**config.mk**
```make
export PLATFORM = sky130hd
export DESIGN_NAME = itps_merge
export DESIGN_NICKNAME = d
export VERILOG_FILES = /design/src/hw/rtl/itps_pkg.sv /design/src/hw/rtl/itps_merge.sv
export SDC_FILE = /design/constraint.sdc
export NUM_CORES = 1
export LEC_CHECK = 0
export BUFFER_PORTS_ARGS = -buffer_cell sky130_fd_sc_hd__buf_2
export CAP_MARGIN = 30
export CORE_AREA = 2 2 201 203
export CTS_CLUSTER_DIAMETER = 60
export DETAILED_ROUTE_END_ITERATION = 8
export DIE_AREA = 0 0 203 205
export HOLD_SLACK_MARGIN = 0.03
export PLACE_DENSITY_LB_ADDON = 0.3
export RECOVER_POWER = 25
export SYNTH_ARGS = -nofsm -noshare
export SYNTH_HDL_FRONTEND = slang
export SYNTH_SLANG_ARGS = --single-unit
```
**constraint.sdc**
```tcl
create_clock -name clk -period 7.82 [get_ports clk]
set_input_delay 1.173 -clock clk [delete_from_list [all_inputs] [get_ports clk]]
set_output_delay 1.173 -clock clk [all_outputs]
set_load 0.03 [all_outputs]
```
**src/hw/rtl/itps_pkg.sv**
```systemverilog
// ----------------------------------------------------------------------------
// itps_pkg
// Widths, constants, the lane item type and helper functions shared by the
// tuple product sum lanes, the output stage and the top level.
// ----------------------------------------------------------------------------
package itps_pkg;

	localparam int MAX_FACTORS   = 4;
	localparam int VALUE_BITS    = 32;
	localparam int FRAC_BITS     = 24;
	localparam int FACTOR_INPUTS = 4;
	localparam int FIELD_W       = 32;
	localparam int SUM_W         = 64;
	localparam int COUNT_W       = 3;
	localparam int COUNT_MIN     = 2;

	localparam int NUM_LANES  = (MAX_FACTORS < FACTOR_INPUTS) ? MAX_FACTORS : FACTOR_INPUTS;
	localparam int FW         = VALUE_BITS;
	localparam int FIDX_W     = $clog2(FACTOR_INPUTS);
	localparam int IN_DATA_W  = 2 * FACTOR_INPUTS * FIELD_W;
	localparam int OUT_DATA_W = 2 * SUM_W;

	localparam logic [COUNT_W-1:0] COUNT_RESET = COUNT_W'(2);

	localparam logic [SUM_W-1:0] SUM_MAX = {1'b0, {(SUM_W-1){1'b1}}};
	localparam logic [SUM_W-1:0] SUM_MIN = {1'b1, {(SUM_W-1){1'b0}}};
	localparam logic [SUM_W-1:0] ONE_VAL = SUM_W'(1) << FRAC_BITS;

	// One item as it travels down the lane chain.
	typedef struct packed {
		logic                                valid;
		logic                                last;
		logic [COUNT_W-1:0]                  n;
		logic [FACTOR_INPUTS-1:0][FW-1:0]    fre;
		logic [FACTOR_INPUTS-1:0][FW-1:0]    fim;
		logic [SUM_W-1:0]                    res_re;
		logic [SUM_W-1:0]                    res_im;
		logic                                ovf;
	} item_t;

	// Keeps the low VALUE_BITS bits of a field; the lane reads them as signed.
	function automatic logic [FW-1:0] take_value(input logic [FIELD_W-1:0] x);
		logic [FW+FIELD_W-1:0] w;
		w = {{FW{1'b0}}, x};
		return w[FW-1:0];
	endfunction

	function automatic logic [COUNT_W-1:0] clamp_count(input logic [COUNT_W-1:0] c);
		if (c < COUNT_W'(COUNT_MIN)) begin
			return COUNT_W'(COUNT_MIN);
		end
		if (c > COUNT_W'(NUM_LANES)) begin
			return COUNT_W'(NUM_LANES);
		end
		return c;
	endfunction

endpackage

```
**src/hw/rtl/itps_merge.sv**
```systemverilog
// ----------------------------------------------------------------------------
// itps_merge
// Collects the finished sum and overflow flag at the end of the lane chain
// into the output register and derives the pipeline advance.
// ----------------------------------------------------------------------------
module itps_merge import itps_pkg::*; (
	input  logic                  clk,
	input  logic                  arst_n,
	input  item_t                 last_item,
	input  logic                  m_axis_tready,
	output logic                  adv,
	output logic                  m_axis_tvalid,
	output logic [OUT_DATA_W-1:0] m_axis_tdata,  // sum_re, sum_im
	output logic [0:0]            m_axis_tuser   // overflowed
);

	logic                  out_valid_q;
	logic [OUT_DATA_W-1:0] out_data_q;
	logic                  out_ovf_q;
	logic                  result;

	assign result = last_item.valid && last_item.last;

	// Only an item with a result has to wait for the output register.
	assign adv = !(out_valid_q && !m_axis_tready && result);

	always_ff @(posedge clk or negedge arst_n) begin
		if (!arst_n) begin
			out_valid_q <= 1'b0;
		end else if (adv && result) begin
			out_valid_q <= 1'b1;
		end else if (m_axis_tready) begin
			out_valid_q <= 1'b0;
		end
	end

	always_ff @(posedge clk) begin
		if (adv && result) begin
			out_data_q <= {last_item.res_im, last_item.res_re};
			out_ovf_q  <= last_item.ovf;
		end
	end

	assign m_axis_tvalid   = out_valid_q;
	assign m_axis_tdata    = out_data_q;
	assign m_axis_tuser[0] = out_ovf_q;

endmodule

```
# Yosys cells after proc, flatten, opt, wreduce, memory -nomap -nowiden
# Index checks and enable logic that the tools add are counted.
[classes] add_sub_neg=0 mul=0 div_mod_pow=0 order_cmp=0 n_eq_ne=0 n_shift=0 muxes=2 n_bitwise=0 n_reduce_logical=7
[ops] operator="$logic_and A1 B1 Y1" count=4
[ops] operator="$logic_not A1 Y1" count=2
[ops] operator="$mux W1" count=2
[ops] operator="$reduce_bool A2 Y1" count=1
[word_totals] register_bits=130 latch_bits=0 mem_bits_rw=0 mem_bits_ro=0 in_bits=393 output_inout_bits=131 word_cells=12 n_memories=0

# Logic depth before layout (Yosys ltp)
[depth] word_depth=6 mapped_depth=2 mapped_depth_nobuf=2

# Worst setup path after synthesis
# Ideal clock, no wire load.
[synth_timing] path_type="input -> register" startpoint="in last_item[389] (netlist name)" endpoint="reg out_data_q[0] (netlist: m_axis_tdata[0]), enable pin" setup_time_ns=0.619 arrival_ns=6.639 required_time_ns=7.201 setup_slack_ns=0.562 stages=2 path_buffers=0 cell_sequence="nand2_1 nor2_1"
[synth_via] elab_chain_cells=4
[synth_lines] item="start, declared" line_no="itps_merge.sv:9" source="input item_t last_item,"
[synth_lines] item="$logic_and A1 B1 Y1 (*)" line_no="itps_merge.sv:22" source="assign result = last_item.valid && last_item.last;"
[synth_lines] item="$logic_and A1 B1 Y1" line_no="itps_merge.sv:25" source="assign adv = !(out_valid_q && !m_axis_tready && result);"
[synth_lines] item="$logic_not A1 Y1" line_no="itps_merge.sv:25"
[synth_lines] item="$logic_and A1 B1 Y1 (*)" line_no="itps_merge.sv:38" source="if (adv && result) begin"
[synth_lines] item="end signal, assigned" line_no="itps_merge.sv:39" source="out_data_q <= {last_item.res_im, last_item.res_re};"
[synth_lines] item="end, declared" line_no="itps_merge.sv:18" source="logic [OUT_DATA_W-1:0] out_data_q;"
# Every way passes the cells marked *; elsewhere a longest branch is shown, timed or not.
# A chain may end at the register's enable or synchronous reset.

# Worst setup path in the final report
[layout_timing] startpoint="in m_axis_tready" endpoint="out adv"
[layout_via] elab_chain_cells=4
[layout_lines] item="start, declared" line_no="itps_merge.sv:10" source="input logic m_axis_tready,"
[layout_lines] item="$logic_not A1 Y1" line_no="itps_merge.sv:25"
[layout_lines] item="$logic_and A1 B1 Y1 (2 in a row)" line_no="itps_merge.sv:25"
[layout_lines] item="$logic_not A1 Y1" line_no="itps_merge.sv:25"
[layout_lines] item="end, declared" line_no="itps_merge.sv:11" source="output logic adv,"
# Every way passes these cells.

==> metrics.txt <==
total grt overflow=0; critical path required time=around 6700 ps; initial antenna violation count=6; Final nets=812; first-pass GRT wire length=approximately 18 mm; PnR worst setup slack=between 4000 and 5000 ps; DRT Pass-1 Iters=4; die area=41600 µm²; number of global-route vias before repair=~2600; DRC=0; Post-synth EDFFs=roughly 130; fin crit period=roughly 3000 ps; Worst VDD drop=0.140 mV; final wirelength=between 10 and 15 mm; core area=roughly 39000 µm²; Synth Warn #=0; crit path kind=input pin to output port; critical path fanouts, max=3; Root Buffer=clkbuf_16; row cnt=73; WL/cell=about 14 µm; Hold Slack=slightly above 500 ps; # resized after CTS=0; endpoint class of the critical path=output port; ys async rst share=0.00769; routed vias=between 2000 and 2500; Global Route Usage Sum=0.0637; status=completed; initial core utilization=0.100; fin. max-slew vios=0; Die X=roughly 200 µm; Clock Skew=9.23 ps; clock tree buffer depth=2; critical path cell sequence=buf_2, nor2b_4, nand3_1, buf_2; cts hold-fix bufs=0; period utilization=0.385; worst slew pin tran=about 860 ps; CTS buffer count=17; PortBufs=about 260; Synthesized Nets=approximately 530; fill count=around 4400; CP peak stage delay=about 220 ps; Place WS=4650 ps; Synth cell types=7; Die Ht=~200 µm; synthesized cell area=between 3000 and 4000 µm²; Seq/Total Area, Yosys=0.990; largest net degree at the start of global routing=about 110; most common cell in the netlist=edfxtp_1; Cells after DPL=around 930; fin cells=958; GP Congestion=approximately 0.67; Hold Crit Class=input pin to asynchronous set/reset pin; IO Count=524; share of cells above drive strength 1=0.683; MaxCap Viol Count=0; Worst slew margin=0.425; Top FF cell, synth=edfxtp_1; CP dominant cell by count=buf_2; maximum clock frequency=about 330 MHz; pwr dens=about 260 nW/µm²; LEAKAGE=around 2.5 nW; clock slew at the register clock pins of the worst setup and hold paths=approximately 60 ps; Post-DRT Antenna Nets=0; Layout area overhead=64.8%; Synth area leaders=edfxtp_1 (98%), dfrtp_1 (0.64%), nand2b_4 (0.35%), nor2b_4 (0.35%), nand3_1 (0.13%); reg2reg path depth=3; clk_lat worst skew=430 ps; top cell type's share of synthesized area=0.983; setup tns final=0 ps; syn avg cell area=roughly 30 µm²; RSZ-0062 raised after global routing=false; Mapped Cells=135; flop and latch count out of synthesis=130; Slowest-stage cell, CP=buf_2; Detailed Route Iter0 Violations=a little under 80; DR vias/cell=2.61; setup bufs post-CTS=0; clk sinks=130; final count of hold timing violations=0; startpoint types=input pin; CP Data Arrival Time=between 1500 and 2000 ps; Final setup viols=0; # H-tree levels=4; CTS tree=yes; cell accounting for the most synthesized area=edfxtp_1
[per-layer routing]
layer / share of wire / routed length [µm] / vias to the layer above / global-route usage
met5: 0.0047 / 62 / - / 0
met4: 0.014 / 183 / 10 / 0.0227
met3: 0.15 / 1980 / 21 / 0.0504
met2: 0.44 / 5850 / 198 / 0.0949
met1: 0.39 / 5230 / 1145 / 0.0677
li1: - / - / 1124 / -
[state kept, by name, indices dropped and copies added, names as in the netlist]
register and flops:
m_axis_tdata 128, m_axis_tuser 1, m_axis_tvalid 1
[cells by family after synthesis]
group / synth area share
flops: 0.990
simple gates: 0.0102
[cells in the final DEF, fill, tap and decap left out]
cell        netlist  final
bufinv_16         0      1
nor2b_4           1      1
dfrtp_1           1      1
clkinv_1          0      2
nand2_1           1      1
buf_12            0      1
nand2b_4          1      1
clkinv_4          0      2
nor2_4            0      1
clkbuf_16         0     17
clkbuf_1          0      3
nand3_1           1      1
clkinvlp_4        0      5
edfxtp_1        129    129
inv_6             0      1
clkinv_2          0      3
diode_2           0      1
buf_2             0    262
[stage by stage]
stage                     utilization  cell area [µm²]  total power [W]
final                           0.165             6490          0.00170
after global routing            0.165             6490          0.00178
after CTS                       0.165             6490          0.00175
after detailed placement        0.151             5940         0.000967
after global placement          0.151             5940         0.000966
after floorplan                     -             3940         0.000901
[critical path, delay by kind of cell]
family	cells	cell delay, ps
buf+inv	2	340
simple gates	2	320
[power breakdown]
part,total (W),internal [W],switching (W)
Combinational,0.000140,0.0000432,0.0000964
Clock,0.000751,0.000434,0.000317
Sequential,0.000809,0.000803,0.00000655
[final timing paths]
path | startpoint | to | slack [ps]
setup / recovery | m_axis_tready | adv | 4810
hold / removal | arst_n | m_axis_tvalid$_DFFE_PN0P_ | 520
setup reg to reg | m_axis_tvalid$_DFFE_PN0P_ | m_axis_tdata[84]$_DFFE_PP_ | 5610
hold reg to reg | m_axis_tvalid$_DFFE_PN0P_ | m_axis_tvalid$_DFFE_PN0P_ | 700
max in group asynchronous | arst_n | m_axis_tvalid$_DFFE_PN0P_ | 7180
min in group clk | m_axis_tvalid$_DFFE_PN0P_ | m_axis_tvalid$_DFFE_PN0P_ | 700
[area by class of cell]
type                       count  area (µm²)  area share
clock inverter                14         116      0.0179
clock buffer                  18         429      0.0661
timing repair buffer         265        1340       0.206
sequential                   130        3900       0.601
multi-input combinational      5        47.5     0.00733
tap                          525         657       0.101
antenna                        1        2.50    0.000386
(Power assumes the default switching activity.)
